$ cat config.mk
export PLATFORM = sky130hd
export DESIGN_NAME = sync_length_crc8_frame_parser
export DESIGN_NICKNAME = d
export VERILOG_FILES = /design/src/hw/rtl/slcfp_pkg.sv /design/src/hw/rtl/sync_length_crc8_frame_parser.sv
export SDC_FILE = /design/constraint.sdc
export NUM_CORES = 1
export LEC_CHECK = 0
export BUFFER_PORTS_ARGS = -buffer_cell sky130_fd_sc_hd__buf_2
export CAP_MARGIN = 25
export CORE_ASPECT_RATIO = 1.75
export CORE_UTILIZATION = 39
export DETAILED_ROUTE_END_ITERATION = 7
export PLACE_DENSITY = 0.63
export SLEW_MARGIN = 20
export SYNTH_ARGS = -nofsm -noshare
export SYNTH_HDL_FRONTEND = slang
export SYNTH_SLANG_ARGS = --single-unit
$ cat constraint.sdc
create_clock -name aclk -period 46.4 [get_ports aclk]
set_input_delay 9.28 -clock aclk [delete_from_list [all_inputs] [get_ports aclk]]
set_output_delay 9.28 -clock aclk [all_outputs]
set_load 0.005 [all_outputs]
$ cat src/hw/rtl/slcfp_pkg.sv
// ----------------------------------------------------------------------------
// slcfp_pkg: shared types and constants for the sync/length/CRC-8 parser
// Result kinds, register indexes, reset values and the CRC-8 byte update.
// ----------------------------------------------------------------------------
package slcfp_pkg;

    localparam int BYTE_W  = 8;
    localparam int COUNT_W = 32;
    localparam int KIND_W  = 2;
    localparam int CFG_IDX_W = 2;

    // Result kinds
    typedef enum logic [KIND_W-1:0] {
        KIND_DATA   = 2'd0,
        KIND_GOOD   = 2'd1,
        KIND_CRCERR = 2'd2,
        KIND_REJECT = 2'd3
    } kind_t;

    // Register indexes
    localparam logic [CFG_IDX_W-1:0] REG_SYNC_FIRST  = 2'd0;
    localparam logic [CFG_IDX_W-1:0] REG_SYNC_SECOND = 2'd1;
    localparam logic [CFG_IDX_W-1:0] REG_MAX_PAYLOAD = 2'd2;

    localparam logic [BYTE_W-1:0] SYNC_FIRST_RST  = 8'hAA;
    localparam logic [BYTE_W-1:0] SYNC_SECOND_RST = 8'h55;
    localparam logic [BYTE_W-1:0] MAX_PAYLOAD_RST = 8'd64;

    // Reflected CRC-8 polynomial
    localparam logic [BYTE_W-1:0] CRC_POLY = 8'h8C;

    // Receive phases, one-hot
    typedef enum logic [5:0] {
        PH_SYNC1   = 6'b000001,
        PH_SYNC2   = 6'b000010,
        PH_FUNC    = 6'b000100,
        PH_LEN     = 6'b001000,
        PH_PAYLOAD = 6'b010000,
        PH_CRC     = 6'b100000
    } phase_t;

    typedef struct packed {
        logic [COUNT_W-1:0] invalid_count;
        logic [COUNT_W-1:0] crc_error_count;
        logic [COUNT_W-1:0] good_count;
        logic [BYTE_W-1:0]  payload_length;
        logic [BYTE_W-1:0]  function_code;
        logic [BYTE_W-1:0]  data_byte;
        kind_t              kind;
    } result_t;

    // One byte through the LSB-first CRC-8 shift register
    function automatic logic [BYTE_W-1:0] crc8_update(input logic [BYTE_W-1:0] crc,
                                                      input logic [BYTE_W-1:0] b);
        logic [BYTE_W-1:0] c;
        c = crc ^ b;
        for (int i = 0; i < BYTE_W; i++) begin
            if (c[0]) begin
                c = (c >> 1) ^ CRC_POLY;
            end else begin
                c = c >> 1;
            end
        end
        return c;
    endfunction

endpackage

$ cat src/hw/rtl/sync_length_crc8_frame_parser.sv
// ----------------------------------------------------------------------------
// sync_length_crc8_frame_parser: two-sync-byte, length-framed receiver
// Hunts sync bytes, reads function and length, streams payload, checks CRC-8.
// ----------------------------------------------------------------------------
// Usage:
//   s_* carries one received byte per word. m_* carries one result word:
//   m_tuser is the kind (payload byte, frame good, CRC error, length
//   rejected), m_tdata the byte, frame header and the three frame counters.
//   Sync bytes, function bytes and accepted length bytes produce no result;
//   every payload byte, every CRC byte and every rejected length produce one.
//   cfg_* writes sync_first (0), sync_second (1), max_payload (2); other
//   indexes are ignored. cfg_ready is always high; write only while idle.
// Timing:
//   One byte per cycle while s_tready is high; each result is registered
//   into the output register or the skid stage when its byte is taken. The
//   phase update and the CRC step are combinational before those registers.
// Reset and stall:
//   Synchronous reset restores the register defaults, returns to sync hunt
//   and clears the counters. A stalled receiver first fills a one-word skid
//   stage behind the output register; s_tready drops only while that stage
//   holds a word.
// ----------------------------------------------------------------------------
module sync_length_crc8_frame_parser
    import slcfp_pkg::*;
(
    input  logic                 aclk,
    input  logic                 aresetn,

    input  logic                 s_tvalid,
    output logic                 s_tready,
    input  logic [BYTE_W-1:0]    s_tdata,     // [7:0] rx_byte

    output logic                 m_tvalid,
    input  logic                 m_tready,
    // [7:0] data_byte, [15:8] function_code, [23:16] payload_length,
    // [55:24] good_count, [87:56] crc_error_count, [119:88] invalid_count
    output logic [119:0]         m_tdata,
    output logic [KIND_W-1:0]    m_tuser,     // [1:0] kind

    input  logic                 cfg_valid,
    output logic                 cfg_ready,
    input  logic [CFG_IDX_W-1:0] cfg_index,
    input  logic [BYTE_W-1:0]    cfg_data
);

    logic [BYTE_W-1:0]  sync_first_reg, sync_second_reg, max_payload_reg;

    phase_t             phase_reg, phase_next;
    logic [BYTE_W-1:0]  bytes_left_reg, bytes_left_next;
    logic [BYTE_W-1:0]  func_reg, func_next;
    logic [BYTE_W-1:0]  len_reg, len_next;
    logic [BYTE_W-1:0]  crc_reg, crc_next;
    logic [COUNT_W-1:0] good_reg, good_next;
    logic [COUNT_W-1:0] crcerr_reg, crcerr_next;
    logic [COUNT_W-1:0] invalid_reg, invalid_next;

    logic               res_valid;
    result_t            res;

    logic               out_valid_reg, skid_valid_reg;
    result_t            out_reg, skid_reg;

    logic               in_fire;
    logic [BYTE_W-1:0]  b;
    logic [BYTE_W-1:0]  crc_step;
    logic [BYTE_W-1:0]  left_dec;

    assign cfg_ready = 1'b1;
    assign s_tready  = !skid_valid_reg;
    assign in_fire   = s_tvalid && s_tready;
    assign b         = s_tdata;

    assign m_tvalid  = out_valid_reg;
    assign m_tuser   = out_reg.kind;
    assign m_tdata   = {out_reg.invalid_count, out_reg.crc_error_count, out_reg.good_count,
                        out_reg.payload_length, out_reg.function_code, out_reg.data_byte};

    assign crc_step = crc8_update((phase_reg == PH_FUNC) ? '0 : crc_reg, b);
    assign left_dec = (bytes_left_reg != '0) ? bytes_left_reg - 1'b1 : bytes_left_reg;

    always_comb begin
        phase_next      = phase_reg;
        bytes_left_next = bytes_left_reg;
        func_next       = func_reg;
        len_next        = len_reg;
        crc_next        = crc_reg;
        good_next       = good_reg;
        crcerr_next     = crcerr_reg;
        invalid_next    = invalid_reg;
        res_valid       = 1'b0;
        res.kind        = KIND_DATA;
        res.data_byte   = '0;

        case (phase_reg)
            PH_SYNC2: begin
                if (b == sync_second_reg) begin
                    phase_next = PH_FUNC;
                end else if (b == sync_first_reg) begin
                    phase_next = PH_SYNC2;
                end else begin
                    phase_next = PH_SYNC1;
                end
            end
            PH_FUNC: begin
                func_next  = b;
                crc_next   = crc_step;
                phase_next = PH_LEN;
            end
            PH_LEN: begin
                len_next = b;
                crc_next = crc_step;
                if (b > max_payload_reg) begin
                    invalid_next = invalid_reg + 1'b1;
                    phase_next   = PH_SYNC1;
                    res_valid    = 1'b1;
                    res.kind     = KIND_REJECT;
                end else begin
                    bytes_left_next = b;
                    phase_next      = (b == '0) ? PH_CRC : PH_PAYLOAD;
                end
            end
            PH_PAYLOAD: begin
                crc_next        = crc_step;
                bytes_left_next = left_dec;
                if (left_dec == '0) begin
                    phase_next = PH_CRC;
                end
                res_valid     = 1'b1;
                res.kind      = KIND_DATA;
                res.data_byte = b;
            end
            PH_CRC: begin
                phase_next = PH_SYNC1;
                res_valid  = 1'b1;
                if (b == crc_reg) begin
                    good_next = good_reg + 1'b1;
                    res.kind  = KIND_GOOD;
                end else begin
                    crcerr_next  = crcerr_reg + 1'b1;
                    invalid_next = invalid_reg + 1'b1;
                    res.kind     = KIND_CRCERR;
                end
            end
            default: begin
                phase_next = (b == sync_first_reg) ? PH_SYNC2 : PH_SYNC1;
            end
        endcase

        res.function_code   = func_next;
        res.payload_length  = len_next;
        res.good_count      = good_next;
        res.crc_error_count = crcerr_next;
        res.invalid_count   = invalid_next;
    end

    // Configuration registers
    always_ff @(posedge aclk) begin
        if (!aresetn) begin
            sync_first_reg  <= SYNC_FIRST_RST;
            sync_second_reg <= SYNC_SECOND_RST;
            max_payload_reg <= MAX_PAYLOAD_RST;
        end else if (cfg_valid) begin
            case (cfg_index)
                REG_SYNC_FIRST:  sync_first_reg  <= cfg_data;
                REG_SYNC_SECOND: sync_second_reg <= cfg_data;
                REG_MAX_PAYLOAD: max_payload_reg <= cfg_data;
                default: ;
            endcase
        end
    end

    // Frame state, advanced on each accepted word
    always_ff @(posedge aclk) begin
        if (!aresetn) begin
            phase_reg      <= PH_SYNC1;
            bytes_left_reg <= '0;
            func_reg       <= '0;
            len_reg        <= '0;
            crc_reg        <= '0;
            good_reg       <= '0;
            crcerr_reg     <= '0;
            invalid_reg    <= '0;
        end else if (in_fire) begin
            phase_reg      <= phase_next;
            bytes_left_reg <= bytes_left_next;
            func_reg       <= func_next;
            len_reg        <= len_next;
            crc_reg        <= crc_next;
            good_reg       <= good_next;
            crcerr_reg     <= crcerr_next;
            invalid_reg    <= invalid_next;
        end
    end

    // Output register with one-word skid stage
    always_ff @(posedge aclk) begin
        if (!aresetn) begin
            out_valid_reg  <= 1'b0;
            skid_valid_reg <= 1'b0;
        end else if (!out_valid_reg || m_tready) begin
            if (skid_valid_reg) begin
                out_valid_reg  <= 1'b1;
                skid_valid_reg <= 1'b0;
            end else begin
                out_valid_reg  <= in_fire && res_valid;
            end
        end else if (in_fire && res_valid) begin
            // hold the stalled word, park the new one
            skid_valid_reg <= 1'b1;
        end
    end

    always_ff @(posedge aclk) begin
        if (!out_valid_reg || m_tready) begin
            out_reg <= skid_valid_reg ? skid_reg : res;
        end else if (in_fire && res_valid) begin
            skid_reg <= res;
        end
    end

endmodule
### After elaboration in Yosys (flattened, before gate mapping)

Index checks and enable logic that the tools add are counted.

* flip-flop bits (word level): 404
* input bits: 23
* output and inout port bits: 125
* word-level logic and storage cells: 110

* add/sub/neg operators: 4
* magnitude comparators: 1
* equal/unequal tests: 12
* multiplexer cells: 35
* bitwise gates (word level): 11
* reductions and logical operators: 20

Operator list (count)
* 32-bit 2-to-1 mux: 6
* 122-bit 2-to-1 mux: 1
* 8-bit 2-to-1 mux: 14
* 32-bit by 1-bit adder with 32-bit output, second input constant: 3
* 32-bit case mux with 2 select lines: 1
* 6-bit case mux with 5 select lines: 1
* 8-bit equality test: 3
* 2-bit NOT with 3-bit output: 8
* 6-bit 2-to-1 mux: 3
* 8-bit logical NOT: 2
* 8-bit case mux with 2 select lines: 1
* 2-bit AND reduction: 6
* 8-bit greater-than comparator: 1
* 8-bit nonzero test: 1
* 8-bit by 1-bit subtractor with 8-bit output, second input constant: 1
* 8-bit bitwise XOR: 1
* 6-bit by 2-bit equality test with 1-bit output, second input constant: 1
* 6-bit by 3-bit equality test with 1-bit output, second input constant: 1
* 6-bit by 4-bit equality test with 1-bit output, second input constant: 1
* 6-bit by 5-bit equality test with 1-bit output, second input constant: 1
* 6-bit equality test, second input constant: 1
* 2-bit 2-to-1 mux: 3
* 2-bit inequality test, second input constant: 2
* 2-bit case mux with 2 select lines: 1
* other kinds (14): 19

### Depth between registers and ports, before layout

Gate-level depths: netlist of the first run.

* depth in word-level cells: 19
* mapped depth: 11
* gate-level depth less buffers: 8

### Worst setup path before layout of the first run

No wires, ideal clock.

* kind: input-to-reg
* start point: input m_tready
* end point: register skid_reg[0] in the netlist's numbering (enable)
* library setup time: 0.753 ns
* data arrival time: 20.752 ns
* required time: 45.647 ns
* path slack: 24.895 ns
* stages on the path: 2
* buffers on the path: 0
* cell sequence: nand2b_1 nor3_1

* longest elaborated chain between the ends: 3

RTL lines
* from (decl): line sync_length_crc8_frame_parser.sv:34 `input logic m_tready,`
* 1-bit logical OR: line sync_length_crc8_frame_parser.sv:214 `if (!out_valid_reg || m_tready) begin`
* 1-bit NOT (no source line)
* 2-bit AND reduction (no source line)
* to (signal assigned): line sync_length_crc8_frame_parser.sv:217 `skid_reg <= res;`
* to (decl): line sync_length_crc8_frame_parser.sv:61 `result_t out_reg, skid_reg;`

Every way passes these cells.
A chain may end at the register's enable or synchronous reset.

### Worst setup path after layout of the first run

* start point: input s_tdata[0]
* end point: register skid_reg[72] in the netlist's numbering (enable)

* longest elaborated chain between the ends: 5

RTL lines
* from (decl): line sync_length_crc8_frame_parser.sv:31 `input logic [BYTE_W-1:0] s_tdata,`
* 8-bit greater-than comparator: line sync_length_crc8_frame_parser.sv:112 `if (b > max_payload_reg) begin`
* 1-bit 2-to-1 mux: line sync_length_crc8_frame_parser.sv:112
* 1-bit case mux with 2 select lines: line sync_length_crc8_frame_parser.sv:94 `case (phase_reg)`
* 1-bit logical AND: line sync_length_crc8_frame_parser.sv:216 `end else if (in_fire && res_valid) begin`
* 2-bit AND reduction (no source line)

Every way passes these cells.

==> impl_metrics.toml, run 1 <==
[outcome]
status = "finished, final reports clean"

[floorplan]
io_pins = 148
die_h_um = 297.4
die_w_um = 170.8
die_area_um2 = 50780
start_util_pct = 39.68
core_area_um2 = 49000
row_count = 107

[placed_design]
port_buffers = 146
placed_area_um2 = 20630
numPlacedInstances = 2458
dpl.hpwl_mm = 31.66
place.gp.congestion = 0.8257

[sta]
post-route-period-util_pct = 25.94
final.setup_skew_ns = 0.01252
fmax_mhz = 83.08
rsz0062_at_grt = "no"
finalSetupViolations = 0
setup_tns_ns = 0
slew_headroom_pct = 34.51
finalCriticalPeriod_ns = 12.04
tightestPinTransition_ns = 0.9824
report.final.slew_viol_count = 0
hold_viol = 0

[clock_tree]
ctsHoldBuffers = 0
postCtsSetupRepairBufs = 0
insertion_delay_ns = 0.55
htreeDepth = 2
clkSinkCount = 404
clockBufferDepth = 3
cts_tree = "yes"
cts_resized = 0
clkTransAtPathRegs_ns = 0.06
cts_root_buffer = "clkbuf_16"
cts_buffers = 40

[yosys]
synthTopCellsByArea = "edfxtp_1 38%, dfxtp_1 16%, mux2_2 5.7%, xnor2_1 5.1%, nand2_1 3.2%"
synth_cell_types = 78
synth-xor-area-share_pct = 8.000
synth_flop_cell = "edfxtp_1"
ys_ff_latch = 404
synth-simple-area-share_pct = 18.75
synth_edf_count = 244
yosys.cell_count.top_type = "edfxtp_1"
ys_seq_area_share_pct = 54.16
synth_fp_nets = 1798
ys_warn_count = 0
synth.area.mux_share_pct = 8.103
synth_top_family_by_area = "simple AND/OR/NAND/NOR gates"
syn_area_um2 = 19440
avgSynthCellArea_um2 = 11.03
synthAdderAreaFrac_pct = 0.8367
netlist.area_leader.share_pct = 37.69
synth-compound-area-share_pct = 6.758
synth_common_cells = "244 x edfxtp_1, 166 x nand2_1, 160 x dfxtp_1, 160 x nor2_1, 113 x xnor2_1"
synthArstFlopShare_pct = 0
syn_inst = 1762
synth_area_leader_cell = "edfxtp_1"

[power_and_ir_drop]
p_total_uw = 743.9
pwr-share-comb_pct = 3.1
p_switching_uw = 156.3
power_density_nw_per_um2 = 33.78
p_int_uw = 587.6
seq_power_share_pct = 51.2
peakVddDrop_v = 0.00002529
leakage_nw = 8.724
swShare_pct = 21.01
pwr-share-clk_pct = 45.7

[global_route]
grtUsageTotal_pct = 18.93
grt_max_degree = 89
grt_pass1_wl_mm = 75.87
grt_pass1_vias = 13540
overflow = 0
antenna_found_initial = 0

[worst_setup_path]
criticalPathCategory = "in2reg"
cp-startpoint = "s_tdata[0]"
max_stage_delay_ns = 0.70
cp.arrival_ns = 12.21
cp_top_family = "buffers and inverters"
crit_path_frequent_cell = "buf_4"
cp_cell_sequence = "buf_2 -> inv_1 -> ha_1 -> nor2b_1 -> o211ai_1 -> a21o_1 -> a221oi_1 -> nor2_1 -> nor3_2 -> buf_4 -> buf_4"
crit_path_end_kind = "flip-flop"
path_buf_inv = 4
rr_startpoint = "phase_reg[0]"
crit_required_ns = 46.57
startpoint_type = "input pin"
critPathSlowestCell = "buf_4"
critPathMaxFanout = 58

[hold_path]
hp-class = "reg2reg"
worstHoldStart = "invalid_reg[31]"

[route]
wirelength_mm = 47.52
drt_pass1_iterations = 5
drt_iter0_drc = 1073
postRouteAntennaNets = 0
vias_per_cell = 5.413
avgRoutedWirePerCell_um = 18.77
drc_errors = 0
vias = 13710

[cells_and_area]
layout.nets = 1883
drive_above_1_share_pct = 19.65
fillers = 4649
final_cells = 2532
largest_register_ffs = 122
postLayoutCoreUtil_pct = 44.94
fin_area_um2 = 22020
syn_to_final_growth_pct = 13.26
antenna_cells = 0

[flow_run]
maxCapViolCount = 0
metal layers:
| layer | global-route usage [%] | up-vias | wire, µm |
|---|---|---|---|
| met1 | 22.73 | 6709 | 19160 |
| li1 | - | 6611 | - |
| met2 | 33.81 | 305 | 24760 |
| met4 | 7.958 | 0 | 1827 |
| met5 | 0 | - | 0 |
| met3 | 2.049 | 80 | 1772 |
metrics by stage:
step / worst slack, ns / hold slack, ns
2_1_floorplan: 24.90 / 0.4509
3_3_place_gp: 33.84 / 0.4648
3_5_place_dp: 33.81 / 0.4778
4_1_cts: 34.38 / 0.4881
5_1_grt: 34.10 / 0.5069
6_report: 34.36 / 0.4944
worst min-delay path, stage by stage (launching register included):
cell	delay, ns
dfxtp_1	0.33
nand2_1	0.06
mux2i_1	0.05
kinds of logic after synthesis:
kind of cell | count (synthesis)
AOI/OAI and AO/OA | 180
xor gates and xnor gates | 176
adders and majority gates | 13
buffers and inverters | 146
DFF | 404
muxes | 145
other | 1
and+or+nand+nor | 697
layout make-up:
class                           count  area (µm²)  share of cell area (%)
Tap cell                          654       818.3                   3.716
Clock buffer                       52        1127                   5.120
Timing Repair Buffer              168       919.6                   4.176
Clock inverter                     21       246.5                   1.119
Sequential cell                   404       10530                   47.82
Inverter                           21       86.33                  0.3921
Multi-Input combinational cell   1212        8292                   37.66
layout by cell type (no fill, tap or decap), types with 13 or more instances in the layout:
cell       netlist  final
xnor2_1        113    113
mux2i_1         46     46
nand2b_1        16     15
ha_1            13     13
inv_1           21     19
or4_1           29     29
nor4_1          23     23
mux2_2          99     99
edfxtp_1       244    244
a31oi_1         25     25
clkbuf_16        0     41
and3_1          26     26
nand4_1         45     45
o21ai_0         21     21
buf_2           27    146
o31ai_1         29     29
buf_4           14     20
nand2_1        166    165
and4_1          17     17
xor2_1          62     62
nor3_1          49     47
nand3_1         86     86
dfxtp_1        160    160
nor2_1         160    160
and2_1          20     20
a21oi_1         34     34
power by group through the flow:
| stage | Combinational, mW | Clock (mW) | Sequential, mW |
|---|---|---|---|
| floorplan | 0.0159 | 0 | 0.388 |
| global placement | 0.0227 | 0 | 0.389 |
| detailed placement | 0.0232 | 0 | 0.389 |
| CTS | 0.0232 | 0.348 | 0.381 |
| global route | 0.0253 | 0.362 | 0.381 |
| finish | 0.0230 | 0.340 | 0.381 |
final timing paths:
path,endpoint,slack (ns),cells past startpoint
max,skid_reg[72],34.36,11
min,invalid_reg[31],0.49,2
max reg2reg,skid_reg[72],42.55,7
min reg2reg,invalid_reg[31],0.49,2
(Power assumes the default switching activity.)
==> inputs of run 2 (changes only) <==
==> constraint.sdc (replaced) <==
create_clock -name aclk -period 11.9 [get_ports aclk]
set_input_delay 2.38 -clock aclk [delete_from_list [all_inputs] [get_ports aclk]]
set_output_delay 2.38 -clock aclk [all_outputs]
set_load 0.005 [all_outputs]
==> run 2 against run 1 <==
Final cell count decreased by 0.12%. Sequential power grew to 3.9 times the previous value. Clock skew grew 0.0064 ns. Total power rose to 3.7 times the previous value. Critical path depth stayed put. Non-clock buffer count decreased by 2. Hold slack better by 0.0013 ns.
==> impl_metrics.toml, run 2 (synthesis results as in run 1) <==
[cells_and_area]
final_common_cell = "edfxtp_1"
layout.nets = 1880
antenna_cells = 0
layout_common_cells = "244 x edfxtp_1, 165 x nand2_1, 160 x nor2_1, 160 x dfxtp_1, 146 x buf_2"
fin_area_um2 = 21810
final_cells = 2529
largest_register_ffs = 122
syn_to_final_growth_pct = 12.20
postLayoutCoreUtil_pct = 44.52
drive_above_1_share_pct = 19.15

[worst_setup_path]
crit_path_end_kind = "flip-flop"
rr_endpoint = "skid_reg[73]"
rr_worst_depth = 7
cp_cell_sequence = "buf_2 -> inv_1 -> ha_1 -> nor2b_1 -> o211ai_1 -> a21o_1 -> a221oi_1 -> nor2_1 -> nor3_4 -> buf_4 -> buf_4"
startpoint_type = "input pin"
critPathSlowestCell = "buf_4"
rr_startpoint = "phase_reg[0]"
crit_path_frequent_cell = "buf_4"
r2r_slack_ns = 8.02
cp.arrival_ns = 5.38
critPathMaxFanout = 49
crit_required_ns = 12.08
criticalPathCategory = "in2reg"
cp-startpoint = "s_tdata[0]"
max_stage_delay_ns = 0.62
setup.worst_path.end = "skid_reg[73]"

[floorplan]
die_area_um2 = 50780
row_count = 107
start_util_pct = 39.68
core_area_um2 = 49000
die_w_um = 170.8
die_h_um = 297.4
io_pins = 148

[sta]
finalSetupViolations = 0
fmax_mhz = 192.2
setup_tns_ns = 0
finalCriticalPeriod_ns = 5.204
hold_viol = 0
post-route-period-util_pct = 43.73
tightestPinTransition_ns = 1.005
report.final.slew_viol_count = 0
final.setup_skew_ns = 0.01896
rsz0062_at_grt = "no"
slew_headroom_pct = 32.82

[placed_design]
place.gp.congestion = 0.8302
dpl.hpwl_mm = 31.04
port_buffers = 146
placed_area_um2 = 20610
numPlacedInstances = 2456

[clock_tree]
ctsHoldBuffers = 0
postCtsSetupRepairBufs = 0
cts_tree = "yes"
cts_buffers = 39
clockBufferDepth = 3
cts_resized = 0
cts_root_buffer = "clkbuf_16"
insertion_delay_ns = 0.55
clkSinkCount = 404
htreeDepth = 2
clkTransAtPathRegs_ns = 0.07

[global_route]
grt_max_degree = 89
grt_pass1_wl_mm = 75.33
grt_pass1_vias = 13700
antenna_found_initial = 0
grtUsageTotal_pct = 18.72
overflow = 0

[route]
drt_iter0_drc = 787
drt_pass1_iterations = 5
avgRoutedWirePerCell_um = 18.68
wirelength_mm = 47.24
drc_errors = 0
vias_per_cell = 5.426
vias = 13720
postRouteAntennaNets = 0

[power_and_ir_drop]
p_total_mw = 2.761
power_density_nw_per_um2 = 126.6
peakVddDrop_v = 0.0001016
leakage_nw = 8.597

[outcome]
status = "finished, final reports clean"

[hold_path]
hp-class = "reg2reg"

[flow_run]
maxCapViolCount = 0
[run 2: cell types whose count changed in the layout (fill, tap and decap cells not counted), moves of 2 or more]
cell	change
clkbuf_8	-4
clkinv_2	+2
clkbuf_1	+8
bufinv_16	-5
[run 2: report_power, final]
part | internal (mW) | switching [mW]
Combinational | 0.0319 | 0.0587
Sequential | 1.48 | 0.00526
Clock | 0.639 | 0.547
Total | 2.15 | 0.611
[run 2: layer usage]
| layer | up-vias | global-route usage (%) | part of all wire, % |
|---|---|---|---|
| li1 | 6606 | - | - |
| met1 | 6652 | 21.58 | 40 |
| met2 | 371 | 33.83 | 52 |
| met3 | 93 | 2.222 | 4.2 |
| met4 | 0 | 8.902 | 4.0 |
| met5 | - | 0 | 0 |
[run 2: final cells by class]
class | count | area [µm²]
clock inverter | 17 | 110.1
fill | 4627 | 27190
inverter | 21 | 86.33
timing repair buffer | 166 | 893.4
multi-input combinational | 1212 | 8298
sequential | 404 | 10530
tap | 654 | 818.3
clock buffer | 55 | 1077
[run 2: how the worst min path moves through the flow]
stage,startpoint,endpoint,slack (ns),cells past startpoint
after floorplan,invalid_reg[31],invalid_reg[31],0.45,2
after global placement,invalid_reg[31],invalid_reg[31],0.47,2
after detailed placement,sync_first_reg[3],sync_first_reg[3],0.48,2
after CTS,invalid_reg[31],invalid_reg[31],0.50,2
after global routing,len_reg[7],len_reg[7],0.51,2
final,invalid_reg[31],invalid_reg[31],0.50,2
[run 2: critical path, delay by kind of cell]
kind | cells | cell delay [ns]
adders and majority gates | 1 | 0.23
AOI/OAI and AO/OA | 3 | 0.76
and+or+nand+nor | 3 | 0.49
buffers and inverters | 4 | 1.46
[run 2: metrics by stage]
stage / setup WS [ns] / hold slack, ns
6_report: 6.696 / 0.4956
5_1_grt: 6.452 / 0.5135
4_1_cts: 6.725 / 0.4972
3_5_place_dp: 6.152 / 0.4828
3_3_place_gp: 6.161 / 0.4726
2_1_floorplan: 2.982 / 0.4509
==> inputs of run 3 (changes only) <==
--- a/config.mk
+++ b/config.mk
@@ -5,6 +5,7 @@
 export SDC_FILE = /design/constraint.sdc
 export NUM_CORES = 1
 export LEC_CHECK = 0
+export ABC_AREA = 1
 export BUFFER_PORTS_ARGS = -buffer_cell sky130_fd_sc_hd__buf_2
 export CAP_MARGIN = 25
 export CORE_ASPECT_RATIO = 1.75
==> constraint.sdc (replaced) <==
create_clock -name aclk -period 5.3 [get_ports aclk]
set_input_delay 1.06 -clock aclk [delete_from_list [all_inputs] [get_ports aclk]]
set_output_delay 1.06 -clock aclk [all_outputs]
set_load 0.005 [all_outputs]
==> run 3 against run 2 <==
Die area hardly changed. Non-clock buffer count down 2. Critical path type unchanged. Critical endpoint is now skid_reg[102]. Routed wire length up 3.7%. Largest cell class unchanged. Largest power group unchanged.
==> impl_metrics.toml, run 3 <==
[yosys]
ys_seq_area_share_pct = 54.17
synthTopCellsByArea = "edfxtp_1 38%, dfxtp_1 16%, nand2_1 13%, inv_1 5.8%, o21ai_0 4.2%"
yosys.cell_count.top_type = "nand2_1"
synth_flop_cell = "edfxtp_1"
synth_cell_types = 46
ys_ff_latch = 404
ys_warn_count = 0
syn_inst = 2346
syn_area_um2 = 19440
avgSynthCellArea_um2 = 8.285
synth_common_cells = "655 x nand2_1, 301 x inv_1, 244 x edfxtp_1, 210 x nor2_1, 164 x o21ai_0"
synthArstFlopShare_pct = 0
synth_fp_nets = 2382
netlist.area_leader.share_pct = 37.70
synth_area_leader_cell = "edfxtp_1"
synth_edf_count = 244

[sta]
fin_hold_ws_ns = 0.4663
final.setup_skew_ns = 0.02504
post-route-period-util_pct = 65.07
finalCriticalPeriod_ns = 3.449
hold_viol = 0
report.final.slew_viol_count = 0
fmax_mhz = 289.9
tightestPinTransition_ns = 0.8896
rsz0062_at_grt = "no"
finalSetupViolations = 0
slew_headroom_pct = 40.55
setup_tns_ns = 0

[outcome]
status = "finished, final reports clean"

[placed_design]
port_buffers = 146
dpl.hpwl_mm = 33.60
place.gp.congestion = 0.8932
placed_area_um2 = 20740

[worst_setup_path]
crit_required_ns = 5.47
criticalPathCategory = "in2reg"
startpoint_type = "input pin"
critPathMaxFanout = 122
crit_path_end_kind = "flip-flop"
rr_startpoint = "max_payload_reg[7]"
cp.arrival_ns = 3.62
cp-startpoint = "s_tdata[3]"

[power_and_ir_drop]
p_int_mw = 5.186
peakVddDrop_v = 0.0002189
pwr-share-clk_pct = 40.2
p_switching_mw = 1.674
leakage_nw = 10.18
pwr-share-comb_pct = 8.1
seq_power_share_pct = 51.7
swShare_pct = 24.40
power_density_nw_per_um2 = 311.4

[floorplan]
io_pins = 148
die_w_um = 170.8
die_h_um = 297.3
start_util_pct = 39.67
die_area_um2 = 50770
core_area_um2 = 49000
row_count = 107

[clock_tree]
clkSinkCount = 404
insertion_delay_ns = 0.56
clockBufferDepth = 3
cts_buffers = 39
ctsHoldBuffers = 0
cts_resized = 0
postCtsSetupRepairBufs = 0
cts_root_buffer = "clkbuf_16"
clkTransAtPathRegs_ns = 0.06
htreeDepth = 2
cts_tree = "yes"

[cells_and_area]
fin_area_um2 = 22030
layout_common_cells = "654 x nand2_1, 299 x inv_1, 244 x edfxtp_1"
multi_input_comb_area_um2 = 7357
register_area_um2 = 10530
largest_register_ffs = 122
final_common_cell = "nand2_1"
antenna_cells = 0
syn_to_final_growth_pct = 13.34
layout.nets = 2492
drive_above_1_share_pct = 12.26
fillers = 4819

[global_route]
grt_pass1_wl_mm = 78.59
antenna_found_initial = 0
overflow = 0
grtUsageTotal_pct = 19.42
grt_pass1_vias = 15330
grt_max_degree = 123

[route]
wirelength_mm = 49.00
postRouteAntennaNets = 0
avgRoutedWirePerCell_um = 15.60
drt_iter0_drc = 885
vias = 15670
drt_pass1_iterations = 8
vias_per_cell = 4.990
drc_errors = 0

[hold_path]
worstHoldStart = "max_payload_reg[5]"
hp-class = "reg2reg"

[flow_run]
maxCapViolCount = 0
## run 3: cell count changes in the layout (fill, tap and decap cells not counted), sizes merged, moves of 37 or more
cell   before  now
a21oi      34  114
inv        23  314
mux2       99    0
mux2i      46    0
nand2     168  672
nand3      87  124
nor2      162  225
o21ai      23  195
xnor2     113   19
## run 3: logic make-up (layout without fill, tap and decap cells)
group | Yosys count | after routing | synth area share, %
AND/OR/NAND/NOR | 1092 | 1092 | 23.59
buffers and inverters | 407 | 548 | 8.175
flip-flops | 404 | 404 | 54.17
XOR/XNOR | 68 | 68 | 3.257
other | 1 | 1 | 0.01929
AO/OA/AOI/OAI | 361 | 361 | 9.945
adder cells (fa/ha/maj) | 13 | 13 | 0.8368
## run 3: worst paths after layout
path / endpoint / slack, ns / cells past startpoint
worst max-delay path: skid_reg[102] / 1.85 / 11
worst min-delay path: max_payload_reg[5] / 0.47 / 2
worst max register to register: skid_reg[102] / 2.22 / 11
worst min register to register: max_payload_reg[5] / 0.47 / 2
## run 3: layer usage
metal / vias to the layer above / GRT usage, % / routed length, µm
met3: 110 / 1.956 / 2088
met5: - / 0 / 0
li1: 7837 / - / -
met1: 7322 / 21.88 / 19500
met2: 405 / 36.50 / 25540
met4: 0 / 7.979 / 1873
## run 3: area by class of cell
cell class	instances	area share (%)
Clock buffer	51	5.009
Clock inverter	21	0.6872
Inverter	312	5.356
Multi-Input combinational cell	1535	33.40
Sequential cell	404	47.82
Tap cell	654	3.714
Timing Repair Buffer	164	4.021
## run 3: critical path, cell delays in order
cell and delay, ns:
buf_2 0.19, ha_1 0.33, nand2_1 0.08, o21ai_0 0.16, nand2_1 0.06, nand2_1 0.06
nand2_1 0.20, nor2_1 0.45, o21ai_0 0.26, nor2_4 0.17, buf_12 0.56
## run 3: power by group through the flow
stage                     clock, mW  sequential, mW  combinational (mW)
after floorplan                   0            3.60               0.359
after global placement            0            3.61               0.537
after detailed placement          0            3.62               0.555
after CTS                      2.83            3.55               0.557
after global routing           2.93            3.56               0.634
final                          2.76            3.55               0.554
## run 3: metrics by stage
stage | utilization (%) | cells | total power, mW | setup slack, ns
2_1_floorplan | - | 2346 | 3.954 | 0.5617
3_3_place_gp | 42.33 | 3066 | 4.151 | 1.399
3_5_place_dp | 42.34 | 3066 | 4.170 | 1.281
4_1_cts | 44.90 | 3138 | 6.935 | 1.844
5_1_grt | 44.96 | 3141 | 7.129 | 1.613
6_report | 44.96 | 3141 | 6.859 | 1.851
